==> src/hw/rtl/whp_pkg.sv <==
// Package for the wave header parser: status codes, one-hot phase type,
// chunk ids and fixed header byte counts. No dependencies.
`default_nettype none

package whp_pkg;

    typedef enum logic [2:0] {
        ST_BUSY    = 3'd0,
        ST_DONE    = 3'd1,
        ST_READ    = 3'd2,
        ST_ID      = 3'd3,
        ST_MISSING = 3'd4
    } t_status;

    typedef enum logic [9:0] {
        PH_HDR   = 10'b00_0000_0001,
        PH_SKIP1 = 10'b00_0000_0010,
        PH_CHDR1 = 10'b00_0000_0100,
        PH_FMT   = 10'b00_0000_1000,
        PH_EXT   = 10'b00_0001_0000,
        PH_SKIPF = 10'b00_0010_0000,
        PH_DHDR  = 10'b00_0100_0000,
        PH_SKIP2 = 10'b00_1000_0000,
        PH_CHDR2 = 10'b01_0000_0000,
        PH_END   = 10'b10_0000_0000
    } t_phase;

    localparam logic [31:0] ID_RIFF = 32'h4646_4952;
    localparam logic [31:0] ID_WAVE = 32'h4556_4157;
    localparam logic [31:0] ID_FMT  = 32'h2074_6D66;
    localparam logic [31:0] ID_DATA = 32'h6174_6164;

    localparam logic [15:0] FMT_EXTENSIBLE = 16'hFFFE;

    localparam logic [31:0] HDR_LAST   = 32'd19;
    localparam logic [31:0] CHDR_LAST  = 32'd7;
    localparam logic [31:0] FMT_BYTES  = 32'd16;
    localparam logic [31:0] FMT_LAST   = 32'd15;
    localparam logic [31:0] EXT_BYTES  = 32'd10;
    localparam logic [31:0] EXT_LAST   = 32'd9;
    localparam logic [31:0] FMT_EXT_BYTES = 32'd26;

endpackage

`default_nettype wire

==> src/hw/rtl/wave_header_parser_top.sv <==
// Wave header parser top level: byte-stream RIFF/WAVE header decode.
// Depends on whp_pkg.
//
// channel | direction | handshake          | payload
// in      | sink      | i_valid / o_stall  | i_data_byte, i_stream_end
// out     | source    | o_valid / i_stall  | o_status and parsed header fields
//
// One beat in, one beat out; sustained rate is one beat per cycle while i_stall is low.
// A byte passes the input register, then the header-state update into the
// result register. The single state update per byte sets that rate.
// Reset (synchronous, active low) clears the parser to expect the RIFF id.
// A stalled result holds the result register; the input register keeps
// accepting until it is full behind it.
`default_nettype none

module wave_header_parser_top (
    input  wire logic        i_clk,
    input  wire logic        i_rst_n,
    input  wire logic        i_valid,
    output logic             o_stall,
    input  wire logic [7:0]  i_data_byte,
    input  wire logic        i_stream_end,
    output logic             o_valid,
    input  wire logic        i_stall,
    output logic [2:0]       o_status,
    output logic [15:0]      o_format,
    output logic [15:0]      o_channels,
    output logic [31:0]      o_sample_rate,
    output logic [31:0]      o_byte_rate,
    output logic [15:0]      o_block_align,
    output logic [15:0]      o_bits_per_sample,
    output logic [15:0]      o_valid_bits,
    output logic [31:0]      o_channel_mask,
    output logic [15:0]      o_sub_format,
    output logic [31:0]      o_data_size
);

    logic             r_in_valid;
    logic [7:0]       r_in_byte;
    logic             r_in_end;
    logic             w_advance;

    whp_pkg::t_phase  r_phase, n_phase;
    whp_pkg::t_status r_status, n_status;
    logic [31:0]      r_count, n_count;
    logic [31:0]      r_id, n_id;
    logic [31:0]      r_len, n_len;
    logic             r_hdr_ok, n_hdr_ok;
    logic [15:0]      r_format, n_format;
    logic [15:0]      r_channels, n_channels;
    logic [31:0]      r_rate, n_rate;
    logic [31:0]      r_byte_rate, n_byte_rate;
    logic [15:0]      r_align, n_align;
    logic [15:0]      r_bits, n_bits;
    logic [15:0]      r_vbits, n_vbits;
    logic [31:0]      r_mask, n_mask;
    logic [15:0]      r_sub, n_sub;
    logic [31:0]      r_dsize, n_dsize;

    logic [31:0]      w_id_push;
    logic [31:0]      w_len_push;
    logic [31:0]      w_cnt_inc;
    logic [31:0]      w_fmt_rest;
    logic [31:0]      w_ext_rest;
    logic             w_done;

    assign w_advance = r_in_valid && (!o_valid || !i_stall);
    assign o_stall   = r_in_valid && !w_advance;

    always_ff @(posedge i_clk) begin
        if (!i_rst_n) begin
            r_in_valid <= 1'b0;
        end else if (i_valid && !o_stall) begin
            r_in_valid <= 1'b1;
        end else if (w_advance) begin
            r_in_valid <= 1'b0;
        end
    end

    always_ff @(posedge i_clk) begin
        if (i_valid && !o_stall) begin
            r_in_byte <= i_data_byte;
            r_in_end  <= i_stream_end;
        end
    end

    assign w_id_push  = {r_in_byte, r_id[31:8]};
    assign w_len_push = {r_in_byte, r_len[31:8]};
    assign w_cnt_inc  = r_count + 32'd1;
    assign w_fmt_rest = r_len - whp_pkg::FMT_BYTES;
    assign w_ext_rest = r_len - whp_pkg::FMT_EXT_BYTES;

    always_comb begin
        n_phase     = r_phase;
        n_status    = r_status;
        n_count     = r_count;
        n_id        = r_id;
        n_len       = r_len;
        n_hdr_ok    = r_hdr_ok;
        n_format    = r_format;
        n_channels  = r_channels;
        n_rate      = r_rate;
        n_byte_rate = r_byte_rate;
        n_align     = r_align;
        n_bits      = r_bits;
        n_vbits     = r_vbits;
        n_mask      = r_mask;
        n_sub       = r_sub;
        n_dsize     = r_dsize;
        if (r_status == whp_pkg::ST_BUSY) begin
            if (r_in_end) begin
                if (r_phase == whp_pkg::PH_SKIP1 || r_phase == whp_pkg::PH_CHDR1 ||
                    r_phase == whp_pkg::PH_SKIP2 || r_phase == whp_pkg::PH_CHDR2) begin
                    n_status = whp_pkg::ST_MISSING;
                end else begin
                    n_status = whp_pkg::ST_READ;
                end
                n_phase = whp_pkg::PH_END;
            end else begin
                unique case (r_phase)
                    whp_pkg::PH_HDR: begin
                        if (r_count < 32'd4 || (r_count >= 32'd8 && r_count < 32'd16)) begin
                            n_id = w_id_push;
                        end else if (r_count >= 32'd16) begin
                            n_len = w_len_push;
                        end
                        if (r_count == 32'd3 && w_id_push != whp_pkg::ID_RIFF) begin
                            n_hdr_ok = 1'b0;
                        end
                        if (r_count == 32'd11 && w_id_push != whp_pkg::ID_WAVE) begin
                            n_hdr_ok = 1'b0;
                        end
                        n_count = w_cnt_inc;
                        if (r_count == whp_pkg::HDR_LAST) begin
                            if (!r_hdr_ok) begin
                                n_status = whp_pkg::ST_ID;
                                n_phase  = whp_pkg::PH_END;
                            end else if (r_id == whp_pkg::ID_FMT) begin
                                n_phase = whp_pkg::PH_FMT;
                                n_count = '0;
                            end else if (w_len_push == '0) begin
                                n_phase = whp_pkg::PH_CHDR1;
                                n_count = '0;
                            end else begin
                                n_phase = whp_pkg::PH_SKIP1;
                                n_count = w_len_push;
                            end
                        end
                    end
                    whp_pkg::PH_SKIP1, whp_pkg::PH_SKIP2, whp_pkg::PH_SKIPF: begin
                        n_count = r_count - 32'd1;
                        if (n_count == '0) begin
                            if (r_phase == whp_pkg::PH_SKIP1) begin
                                n_phase = whp_pkg::PH_CHDR1;
                            end else if (r_phase == whp_pkg::PH_SKIP2) begin
                                n_phase = whp_pkg::PH_CHDR2;
                            end else begin
                                n_phase = whp_pkg::PH_DHDR;
                            end
                        end
                    end
                    whp_pkg::PH_CHDR1: begin
                        if (r_count < 32'd4) begin
                            n_id = w_id_push;
                        end else begin
                            n_len = w_len_push;
                        end
                        n_count = w_cnt_inc;
                        if (r_count == whp_pkg::CHDR_LAST) begin
                            if (r_id == whp_pkg::ID_FMT) begin
                                n_phase = whp_pkg::PH_FMT;
                                n_count = '0;
                            end else if (w_len_push == '0) begin
                                n_phase = whp_pkg::PH_CHDR1;
                                n_count = '0;
                            end else begin
                                n_phase = whp_pkg::PH_SKIP1;
                                n_count = w_len_push;
                            end
                        end
                    end
                    whp_pkg::PH_FMT: begin
                        if (r_count < 32'd2) begin
                            n_format = {r_in_byte, r_format[15:8]};
                        end else if (r_count < 32'd4) begin
                            n_channels = {r_in_byte, r_channels[15:8]};
                        end else if (r_count < 32'd8) begin
                            n_rate = {r_in_byte, r_rate[31:8]};
                        end else if (r_count < 32'd12) begin
                            n_byte_rate = {r_in_byte, r_byte_rate[31:8]};
                        end else if (r_count < 32'd14) begin
                            n_align = {r_in_byte, r_align[15:8]};
                        end else begin
                            n_bits = {r_in_byte, r_bits[15:8]};
                        end
                        n_count = w_cnt_inc;
                        if (r_count == whp_pkg::FMT_LAST) begin
                            if (r_len > whp_pkg::FMT_BYTES) begin
                                if (r_format == whp_pkg::FMT_EXTENSIBLE &&
                                    r_len >= whp_pkg::FMT_EXT_BYTES) begin
                                    n_phase = whp_pkg::PH_EXT;
                                    n_count = '0;
                                end else begin
                                    n_phase = whp_pkg::PH_SKIPF;
                                    n_count = w_fmt_rest;
                                end
                            end else begin
                                n_phase = whp_pkg::PH_DHDR;
                                n_count = '0;
                            end
                        end
                    end
                    whp_pkg::PH_EXT: begin
                        if (r_count >= 32'd2 && r_count < 32'd4) begin
                            n_vbits = {r_in_byte, r_vbits[15:8]};
                        end else if (r_count >= 32'd4 && r_count < 32'd8) begin
                            n_mask = {r_in_byte, r_mask[31:8]};
                        end else if (r_count >= 32'd8) begin
                            n_sub = {r_in_byte, r_sub[15:8]};
                        end
                        n_count = w_cnt_inc;
                        if (r_count == whp_pkg::EXT_LAST) begin
                            if (w_ext_rest == '0) begin
                                n_phase = whp_pkg::PH_DHDR;
                                n_count = '0;
                            end else begin
                                n_phase = whp_pkg::PH_SKIPF;
                                n_count = w_ext_rest;
                            end
                        end
                    end
                    whp_pkg::PH_DHDR, whp_pkg::PH_CHDR2: begin
                        if (r_count < 32'd4) begin
                            n_id = w_id_push;
                        end else begin
                            n_len = w_len_push;
                        end
                        n_count = w_cnt_inc;
                        if (r_count == whp_pkg::CHDR_LAST) begin
                            if (r_id == whp_pkg::ID_DATA) begin
                                n_dsize  = w_len_push;
                                n_status = whp_pkg::ST_DONE;
                                n_phase  = whp_pkg::PH_END;
                            end else if (w_len_push == '0) begin
                                n_phase = whp_pkg::PH_CHDR2;
                                n_count = '0;
                            end else begin
                                n_phase = whp_pkg::PH_SKIP2;
                                n_count = w_len_push;
                            end
                        end
                    end
                    default: begin
                        n_phase = r_phase;
                    end
                endcase
            end
        end
    end

    assign w_done = (n_status == whp_pkg::ST_DONE);

    always_ff @(posedge i_clk) begin
        if (!i_rst_n) begin
            r_phase     <= whp_pkg::PH_HDR;
            r_status    <= whp_pkg::ST_BUSY;
            r_count     <= '0;
            r_id        <= '0;
            r_len       <= '0;
            r_hdr_ok    <= 1'b1;
            r_format    <= '0;
            r_channels  <= '0;
            r_rate      <= '0;
            r_byte_rate <= '0;
            r_align     <= '0;
            r_bits      <= '0;
            r_vbits     <= '0;
            r_mask      <= '0;
            r_sub       <= '0;
            r_dsize     <= '0;
        end else if (w_advance) begin
            r_phase     <= n_phase;
            r_status    <= n_status;
            r_count     <= n_count;
            r_id        <= n_id;
            r_len       <= n_len;
            r_hdr_ok    <= n_hdr_ok;
            r_format    <= n_format;
            r_channels  <= n_channels;
            r_rate      <= n_rate;
            r_byte_rate <= n_byte_rate;
            r_align     <= n_align;
            r_bits      <= n_bits;
            r_vbits     <= n_vbits;
            r_mask      <= n_mask;
            r_sub       <= n_sub;
            r_dsize     <= n_dsize;
        end
    end

    always_ff @(posedge i_clk) begin
        if (!i_rst_n) begin
            o_valid <= 1'b0;
        end else if (w_advance) begin
            o_valid <= 1'b1;
        end else if (!i_stall) begin
            o_valid <= 1'b0;
        end
    end

    always_ff @(posedge i_clk) begin
        if (w_advance) begin
            o_status          <= n_status;
            o_format          <= w_done ? n_format    : '0;
            o_channels        <= w_done ? n_channels  : '0;
            o_sample_rate     <= w_done ? n_rate      : '0;
            o_byte_rate       <= w_done ? n_byte_rate : '0;
            o_block_align     <= w_done ? n_align     : '0;
            o_bits_per_sample <= w_done ? n_bits      : '0;
            o_valid_bits      <= w_done ? n_vbits     : '0;
            o_channel_mask    <= w_done ? n_mask      : '0;
            o_sub_format      <= w_done ? n_sub       : '0;
            o_data_size       <= w_done ? n_dsize     : '0;
        end
    end

    a_status_sticky: assert property (@(posedge i_clk) disable iff (!i_rst_n)
        (r_status != whp_pkg::ST_BUSY) |=> (r_status == $past(r_status)))
        else $error("final status changed");

    a_end_matches_status: assert property (@(posedge i_clk) disable iff (!i_rst_n)
        (r_status == whp_pkg::ST_BUSY) == (r_phase != whp_pkg::PH_END))
        else $error("end phase and status disagree");

    a_skip_nonzero: assert property (@(posedge i_clk) disable iff (!i_rst_n)
        (r_phase == whp_pkg::PH_SKIP1 || r_phase == whp_pkg::PH_SKIP2 ||
         r_phase == whp_pkg::PH_SKIPF) |-> (r_count != '0))
        else $error("skip phase with empty count");

    a_fields_gated: assert property (@(posedge i_clk) disable iff (!i_rst_n)
        (o_valid && o_status != whp_pkg::ST_DONE) |->
        (o_format == '0 && o_sample_rate == '0 && o_data_size == '0))
        else $error("fields shown before done");

endmodule

`default_nettype wire

==> config.mk <==
export PLATFORM = sky130hd
export DESIGN_NAME = wave_header_parser_top
export DESIGN_NICKNAME = d
export VERILOG_FILES = /design/src/hw/rtl/whp_pkg.sv /design/src/hw/rtl/wave_header_parser_top.sv
export SDC_FILE = /design/constraint.sdc
export NUM_CORES = 1
export LEC_CHECK = 0
export BUFFER_PORTS_ARGS = -buffer_cell sky130_fd_sc_hd__clkbuf_2
export CAP_MARGIN = 20
export CORE_MARGIN = 10
export CORE_UTILIZATION = 45
export DETAILED_ROUTE_END_ITERATION = 10
export HOLD_SLACK_MARGIN = 0.1
export SLEW_MARGIN = 20
export SYNTH_ARGS = -nofsm -noshare
export SYNTH_HDL_FRONTEND = slang
export SYNTH_SLANG_ARGS = --single-unit
export TNS_END_PERCENT = 20
==> constraint.sdc <==
create_clock -name i_clk -period 29.4 [get_ports i_clk]
set_input_delay 5.88 -clock i_clk [delete_from_list [all_inputs] [get_ports i_clk]]
set_output_delay 5.88 -clock i_clk [all_outputs]
set_load 0.005 [all_outputs]
==> flow_metrics.py <==
metrics = {
    "timing": {
        "max_freq_mhz": 82.0,
        "worst_pin_slew_ps": 1180,
        "layout_min_cycle_time_ps": 12190,
        "hold_viol": 0,
        "slew_headroom": 0.200,
        "finalCritPeriodShare": 0.415,
        "setup_viol": 0,
        "skew_ps": 38.6,
        "holdWs_ps": 450,
        "final.setup.tns_ps": 0,
        "drv_slew": 0,
        "rsz0062_at_grt": "false",
    },
    "clock_network": {
        "clk_path_buf_depth": 3,
        "cts.sink_count": 572,
        "postCtsHoldBufs": 0,
        "post_cts_buffers": 0,
        "h-tree-depth": 3,
        "numCtsBuffers": 66,
        "clkSlewWorstSetupHoldPaths_ps": 50,
        "cts_resized": 0,
        "cts_tree": "done",
        "clk_root_buffer_cell": "clkbuf_16",
        "worstSkewPairLatency_ps": 620,
    },
    "power": {
        "leakage_nw": 10.2,
        "power_density_nw_per_um2": 57.1,
        "ir_worst_vdd_uv": 43.7,
    },
    "finish": {
        "nets": 3460,
        "area_growth_pct": 13.6,
        "antenna_cells": 0,
        "fillers": 5866,
        "drive_above_1_share": 0.128,
    },
    "min_path": {
        "hold_class": "reg2reg",
        "min_path_cells": 2,
    },
    "yosys": {
        "syn_area_um2": 28200,
        "avgSynthCellArea_um2": 8.42,
        "syn_inst": 3350,
        "ys_seq_area_frac": 0.490,
        "synthDistinctLibCells": 87,
        "synth-main-ff-cell": "dfxtp_1",
        "yosysWarnings": 0,
        "synthesis.nets": 3371,
        "synth-edff-count": 236,
        "ys_ff_latch": 572,
        "ys_async_sr_fraction": 0,
    },
    "worst_setup_path": {
        "worst_setup_path_end_kind": "output pin",
        "cp_data_arrival_time_ps": 6310,
        "criticalPathCategory": "in2out",
        "startpoint_type": "primary input",
        "cp.required_ps": 23520,
        "reg2reg_depth": 11,
        "crit_fanout": 3,
    },
    "global_route": {
        "grt_max_degree": 134,
        "grt_pass1_vias": 23533,
        "grt_pass1_wl_mm": 143,
        "grtUsageTotal": 0.244,
        "grt_remaining_overflow": 0,
        "grt_antenna_before_repair": 0,
    },
    "job": {
        "drv_cap": 0,
    },
    "drt": {
        "drt_iter0_drc": 2461,
        "dr_total_vias": 24794,
        "avgRoutedWirePerCell_um": 21.3,
        "route.detailed.drc": 0,
        "via_per_inst": 5.73,
        "routed_wl_mm": 92.4,
        "antenna_left": 0,
        "dr.pass1.iters": 6,
    },
    "run_status": {
        "status": "finished, final reports clean",
    },
    "floorplanning": {
        "ios": 242,
        "die_area_um2": 73100,
        "core_area_um2": 61900,
        "initial_utilization": 0.455,
        "dieWidth_um": 270,
        "rows": 91,
        "die_h_um": 270,
    },
    "placed_design": {
        "port_buffers": 241,
        "dpl.hpwl_mm": 61.4,
        "gp_congestion": 0.961,
    },
}
synthesized netlist by cell type (14+ instances only):
cell type | instances | share of area
nor2_1 | 126 | 0.017
buf_2 | 31 | 0.0055
edfxtp_1 | 236 | 0.25
nor3_1 | 45 | 0.0080
a31oi_1 | 17 | 0.0038
and2_1 | 17 | 0.0038
a221oi_1 | 17 | 0.0053
inv_1 | 22 | 0.0029
dfxtp_1 | 336 | 0.24
nand4_1 | 45 | 0.010
a21oi_1 | 263 | 0.047
nand3_1 | 49 | 0.0087
xnor2_1 | 66 | 0.020
a21boi_1 | 18 | 0.0048
xor2_1 | 46 | 0.014
nand2_1 | 1110 | 0.15
nor4b_1 | 16 | 0.0050
clkbuf_1 | 226 | 0.030
nor2b_1 | 14 | 0.0031
a21boi_0 | 272 | 0.072
o21ai_0 | 85 | 0.015
mux2i_1 | 24 | 0.0085
nor4_1 | 36 | 0.0080
cell type report:
class,count,area [um2],share of cell area
clock buffer,88,1820,0.0567
tap,837,1050,0.0327
inverter,22,90.1,0.00281
multi-input combinational,2481,13300,0.415
timing repair buffer,296,1630,0.0508
clock inverter,33,345,0.0108
sequential,572,13800,0.431
cells by family (layout without fill, tap and decap cells):
kind of cell             after synthesis  after routing  share of synthesized area
AND/OR/NAND/NOR                     1560           1560                      0.241
XOR/XNOR                             112            112                     0.0348
AO/OA/AOI/OAI                        777            777                      0.180
flip-flops                           572            572                      0.490
adder cells (fa/ha/maj)                8              8                    0.00355
buffers and inverters                297            439                     0.0420
multiplexers                          24             24                    0.00852
layout by cell type, fill, tap and decap left out, types with 9 or more instances in the layout:
master | Yosys | final
dfxtp_1 | 336 | 336
a21boi_0 | 272 | 272
a221oi_1 | 17 | 17
nand2b_1 | 9 | 9
a31oi_1 | 17 | 17
o21ai_0 | 85 | 85
clkbuf_16 | 0 | 68
buf_4 | 1 | 54
and4_1 | 11 | 11
nor2b_1 | 14 | 14
o22ai_1 | 10 | 10
nand4_1 | 45 | 45
xor2_1 | 46 | 46
nor4b_1 | 16 | 15
a21oi_1 | 263 | 263
nor3_1 | 45 | 42
clkbuf_1 | 226 | 16
and2_1 | 17 | 17
nor4_1 | 36 | 33
or3_1 | 10 | 10
nand3_1 | 49 | 49
nand2_1 | 1110 | 1107
nor2_1 | 126 | 120
a21boi_1 | 18 | 18
mux2i_1 | 24 | 24
xnor2_1 | 66 | 66
clkbuf_2 | 1 | 240
and3_1 | 10 | 10
edfxtp_1 | 236 | 236
clkinv_1 | 0 | 11
inv_1 | 22 | 21
worst max-delay path, stage by stage:
cell	delay (ps)
clkbuf_2	100
and3_1	200
clkbuf_2	130
power breakdown:
part / switching (mW) / total [mW] / internal (mW)
clock network: 0.341 / 0.824 / 0.483
logic: 0.0949 / 0.144 / 0.0487
registers: 0.0175 / 0.863 / 0.845
total: 0.453 / 1.83 / 1.38
routing by layer:
| layer | routed length, um | GRT usage | up-vias |
|---|---|---|---|
| met5 | 0 | 0 | - |
| met2 | 43100 | 0.395 | 933 |
| met1 | 40100 | 0.328 | 11968 |
| li1 | - | - | 11723 |
| met4 | 2710 | 0.0776 | 0 |
| met3 | 6410 | 0.0435 | 170 |
registers in the layout, summed over array words and instances (netlist names), 32 cells and up:
name / count
o_byte_rate: 32
r_count: 32
o_data_size: 32
r_byte_rate: 32
r_len: 32
r_dsize: 32
r_rate: 32
o_sample_rate: 32
r_id: 32
o_channel_mask: 32
r_mask: 32
final timing paths:
path	startpoint	to	slack [ps]
hold / removal	r_dsize[13]	r_dsize[13]	450
setup / recovery	i_stall	o_stall	17210
hold reg to reg	r_dsize[13]	r_dsize[13]	450
setup reg to reg	r_count[1]	o_byte_rate[16]	24260
through the flow:
step	setup slack, ps	instance area [um2]	total power [mW]	utilization	std cells
after detailed placement	17210	29900	1.02	0.482	4207
final	17210	32100	1.83	0.518	4329
after CTS	17200	32000	1.84	0.517	4328
after floorplan	15170	28200	0.963	-	3350
after global routing	17170	32100	1.89	0.518	4329
after global placement	17180	29900	1.02	0.482	4207
No activity file was read; power rests on OpenSTA's default activity.
